--- src/rtl/adz_pkg.sv ---
// ----------------------------------------------------------------------------
// adz_pkg: shared types and constants for the axial / radial dead zone
// Sample format, mode and register codes, pipeline step counts.
// ----------------------------------------------------------------------------
package adz_pkg;

    localparam int SW          = 16;            // sample width, Q1.15
    localparam int SUM_W       = 2 * SW + 2;    // sum of four squares
    localparam int MAG_W       = SW + 1;        // root of the sum
    localparam int SQRT_STEPS  = SUM_W / 2;     // one root bit per stage
    localparam int RMP_STEPS   = SW - 1;        // remap quotient bits
    localparam int SCL_STEPS   = SW;            // radial scale quotient bits

    localparam logic [SW-1:0] FULL_SCALE = SW'(1) << (SW - 1);
    localparam logic [SW-1:0] OUT_MAX    = FULL_SCALE - SW'(1);

    localparam logic [2:0] MODE_DIGITAL = 3'd0;
    localparam logic [2:0] MODE_1D      = 3'd1;
    localparam logic [2:0] MODE_2D      = 3'd2;
    localparam logic [2:0] MODE_3D      = 3'd3;
    localparam logic [2:0] MODE_4D      = 3'd4;

    localparam logic [1:0] CFG_LOWER = 2'd0;
    localparam logic [1:0] CFG_UPPER = 2'd1;
    localparam logic [1:0] CFG_KIND  = 2'd2;

    localparam logic ZONE_AXIAL  = 1'b0;
    localparam logic ZONE_RADIAL = 1'b1;

    localparam logic [SW-1:0] LOWER_RST = SW'(6554);
    localparam logic [SW-1:0] UPPER_RST = FULL_SCALE;

    // per-sample control that travels down the pipe
    typedef struct packed {
        logic                 rad;   // scale by vector magnitude
        logic [3:0]           act;   // lanes that get remapped
        logic [3:0][SW-1:0]   raw;   // input values, x in lane 0
    } t_side;

endpackage

--- src/rtl/adz_sqrt.sv ---
// ----------------------------------------------------------------------------
// adz_sqrt: pipelined integer square root
// Floor root of the sum of squares, one root bit resolved per stage.
// ----------------------------------------------------------------------------
module adz_sqrt (
    input  logic                        i_clk,
    input  logic                        i_en,
    input  logic [adz_pkg::SUM_W-1:0]   i_sum,
    output logic [adz_pkg::MAG_W-1:0]   o_root
);

    localparam int N   = adz_pkg::SQRT_STEPS;
    localparam int RW  = adz_pkg::MAG_W + 3;

    logic [RW-1:0]               r_rem  [N];
    logic [adz_pkg::MAG_W-1:0]   r_root [N];
    logic [adz_pkg::SUM_W-1:0]   r_num  [N];

    for (genvar k = 0; k < N; k++) begin : g_step
        logic [RW-1:0]               rem_in;
        logic [adz_pkg::MAG_W-1:0]   root_in;
        logic [adz_pkg::SUM_W-1:0]   num_in;
        logic [RW-1:0]               rem2;
        logic [RW-1:0]               trial;

        if (k == 0) begin : g_first
            assign rem_in  = '0;
            assign root_in = '0;
            assign num_in  = i_sum;
        end else begin : g_next
            assign rem_in  = r_rem[k-1];
            assign root_in = r_root[k-1];
            assign num_in  = r_num[k-1];
        end

        // bring down two bits, try (4r + 1)
        assign rem2  = {rem_in[RW-3:0], num_in[adz_pkg::SUM_W-1 -: 2]};
        assign trial = {1'b0, root_in, 2'b01};

        always_ff @(posedge i_clk) begin
            if (i_en) begin
                r_num[k] <= {num_in[adz_pkg::SUM_W-3:0], 2'b00};
                if (rem2 >= trial) begin
                    r_rem[k]  <= rem2 - trial;
                    r_root[k] <= {root_in[adz_pkg::MAG_W-2:0], 1'b1};
                end else begin
                    r_rem[k]  <= rem2;
                    r_root[k] <= {root_in[adz_pkg::MAG_W-2:0], 1'b0};
                end
            end
        end
    end

    assign o_root = r_root[N-1];

endmodule

--- config.mk ---
export PLATFORM = sky130hd
export DESIGN_NAME = adz_sqrt
export DESIGN_NICKNAME = d
export VERILOG_FILES = /design/src/rtl/adz_pkg.sv /design/src/rtl/adz_sqrt.sv
export SDC_FILE = /design/constraint.sdc
export NUM_CORES = 1
export LEC_CHECK = 0
export ABC_AREA = 1
export BUFFER_PORTS_ARGS = -buffer_cell sky130_fd_sc_hd__buf_4
export CORE_MARGIN = 1
export CORE_UTILIZATION = 25
export CTS_CLUSTER_SIZE = 14
export DETAILED_ROUTE_END_ITERATION = 8
export RECOVER_POWER = 100
export SLEW_MARGIN = 30
export SYNTH_ARGS = -nofsm -noshare
export SYNTH_HDL_FRONTEND = slang
export SYNTH_SLANG_ARGS = --single-unit
--- constraint.sdc ---
create_clock -name i_clk -period 5.61 [get_ports i_clk]
set_clock_uncertainty 0.1 [all_clocks]
set_input_delay 1.4025 -clock i_clk [delete_from_list [all_inputs] [get_ports i_clk]]
set_output_delay 1.4025 -clock i_clk [all_outputs]
set_load 0.05 [all_outputs]
==> flow_metrics.env <==
export IMPL_status="finished, violations left"
export IMPL_violations="capacitance limit, slew limit"
export IMPL_dp_final_hpwl_um=60600
export IMPL_core_um2=144000
export IMPL_finalHoldViolations=0
export IMPL_final_cells=5926
export IMPL_yosysWarnings=0
export IMPL_die_w_um=384
export IMPL_worstPathCellList="buf_8, clkbuf_1, nand4_1, nand2_1, inv_1"
export IMPL_p_seq_frac=0.459
export IMPL_end_kind="flip-flop"
export IMPL_initial_utilization=0.253
export IMPL_fin_crit_sh=0.669
export IMPL_utilization=0.288
export IMPL_path_delay_family="buffers and inverters"
export IMPL_synth_largest_area_cell="edfxtp_1"
export IMPL_synth_common_cells="nand2_1, edfxtp_1, inv_1"
export IMPL_dp_cells=5777
export IMPL_critPathArrivalTime_ps=4090
export IMPL_power_leakage_nw=17.7
export IMPL_ys_async_sr_fraction=0
export IMPL_grt_start_max_net_pins=82
export IMPL_layout_drive_gt1_share=0.0517
export IMPL_drc=0
export IMPL_setup_viol=0
export IMPL_power_total_mw=14.5
export IMPL_htreeDepth=3
export IMPL_syn_to_final_growth_pct=13.9
export IMPL_avgSynthCellArea_um2=9.47
export IMPL_drt_total_wl_um=80200
export IMPL_cp_max_fo=63
export IMPL_wire_per_inst_um=13.5
export IMPL_grt_remaining_overflow=0
export IMPL_cp_required_ps=5950
export IMPL_synthFlopType="edfxtp_1"
export IMPL_root_buffer="clkbuf_16"
export IMPL_synth_edff_count=692
export IMPL_first_iter_violations=1484
export IMPL_clock_power_share=0.382
export IMPL_vias=25200
export IMPL_via_per_inst=4.26
export IMPL_row_count=139
export IMPL_netlist_top_cells_area="edfxtp_1, nand2_1, inv_1"
export IMPL_nNetsFinal=4166
export IMPL_seq_area_frac_synth=0.570
export IMPL_crit_path_start_kind="input pin"
export IMPL_maxCapViolCount=8
export IMPL_power_internal_mw=10.4
export IMPL_swShare=0.282
export IMPL_worst_pin_slew_ps=2280
export IMPL_rsz0062_at_grt="false"
export IMPL_power_switching_mw=4.10
export IMPL_tns_ps=0
export IMPL_yosysTopAreaCellShare=0.569
export IMPL_power_per_cell_area_nw_per_um2=350
export IMPL_post_cts_buffers=0
export IMPL_critPathMaxStageDelay_ps=1680
export IMPL_ant_nets=0
export IMPL_path_class="input pin to flip-flop"
export IMPL_yosysUniqueCellTypes=52
export IMPL_place_congestion=0.871
export IMPL_netlist_area_um2=36500
export IMPL_drtPass1Iterations=7
export IMPL_worstHoldPathType="flip-flop to flip-flop"
export IMPL_cts_tree="built"
export IMPL_post_route_min_period_ps=3750
export IMPL_final_max_slew_viol_count=347
export IMPL_r2r_slack_ps=2270
export IMPL_timing_slew_headroom=-0.520
export IMPL_antenna_found_initial=0
export IMPL_syn_instance_count=3855
export IMPL_die_y_um=384
export IMPL_first_global_vias=24600
export IMPL_path_buf_inv=3
export IMPL_dieArea_um2=147000
export IMPL_combinationalPowerShare=0.159
export IMPL_vdd_drop_max_mv=0.281
export IMPL_clock_path_buffers=3
export IMPL_cts_hold_buffers=0
export IMPL_cts_resized=0
export IMPL_yosysMostFrequentCell="nand2_1"
export IMPL_grt_pass1_wl_um=129000
export IMPL_ys_seq_elements=693
export IMPL_cts_buffers=82
export IMPL_clk_pin_slew_ps=60
export IMPL_cp_slowest_cell="clkbuf_1"
export IMPL_io_pins=53
export IMPL_syn_nets=4063
export IMPL_antenna_cells=0
export IMPL_fmax_ghz=0.266
export IMPL_clkSinkCount=693
export IMPL_clock_latency_ps=690
export IMPL_io_buffers=52
export IMPL_grt_util_all_layers=0.108
[final cells by class]
type	instances	area, um^2
Timing Repair Buffer	68	434
Inverter	625	2350
Clock inverter	47	712
Sequential cell	693	20800
Clock buffer	102	2130
Tap cell	1903	2380
Fill cell	15100	103000
Multi-Input combinational cell	2488	12800
[routing by layer]
metal	track usage	vias to the layer above	wire length [um]
met2	0.187	466	38800
met5	0	-	0
li1	-	12900	-
met1	0.135	11700	36200
met3	0.0174	144	2740
met4	0.0412	0	2520
[cells by family after synthesis]
logic type               synth area share
AND/OR/NAND/NOR                     0.219
flip-flops                          0.570
buffers and inverters              0.0738
AO/OA/AOI/OAI                      0.0491
adder cells (fa/ha/maj)            0.0590
XOR/XNOR                           0.0293
[through the flow]
| step | hold WS (ps) | setup slack, ps | instance area (um^2) |
|---|---|---|---|
| CTS | 280 | 2740 | 41900 |
| global placement | 301 | 2150 | 39100 |
| global route | 283 | 1580 | 41600 |
| finish | 284 | 1860 | 41600 |
| detailed placement | 305 | 2130 | 39100 |
| floorplan | 300 | 2350 | 36500 |
[power groups by stage]
stage	Clock (mW)	Combinational (mW)	Sequential [mW]
after floorplan	0	1.75	6.64
after global placement	0	2.34	6.78
after detailed placement	0	2.36	6.78
after CTS	5.74	2.37	6.67
after global routing	5.92	2.64	6.72
final	5.54	2.31	6.67
[state kept, by name, summed over array words and instances (netlist names)]
name,count
r_num,272
r_root,153
r_rem,268
[cell usage in the layout (no fill, tap or decap), drive strengths merged]
master and n:
nand4 58, nand3b 36, bufinv 12, nor3b 1
inv 627, a21o 1, nor2 362, nand3 265
xnor2 53, xor2 69, dfxtp 1, a21oi 146
and3 4, o211ai 5, clkinv 27, a31oi 1
o2111ai 1, o21bai 8, ha 172, nor3 45
nand2 1065, edfxtp 692, or2 17, a21boi 4
and2 5, o21a 2, buf 7, o21ai 164
nor4 4, clkinvlp 6, clkbuf 163
[path summary, 6_finish.rpt]
check                                   start  cells after the start            end
worst max-delay path                     i_en                      5   r_rem[6][13]
worst min-delay path            r_num[0][138]                      0  r_num[0][172]
worst max register to register   r_rem[13][4]                      9  r_rem[14][12]
worst min register to register  r_num[0][138]                      0  r_num[0][172]
No activity file was read; power rests on OpenSTA's default activity.
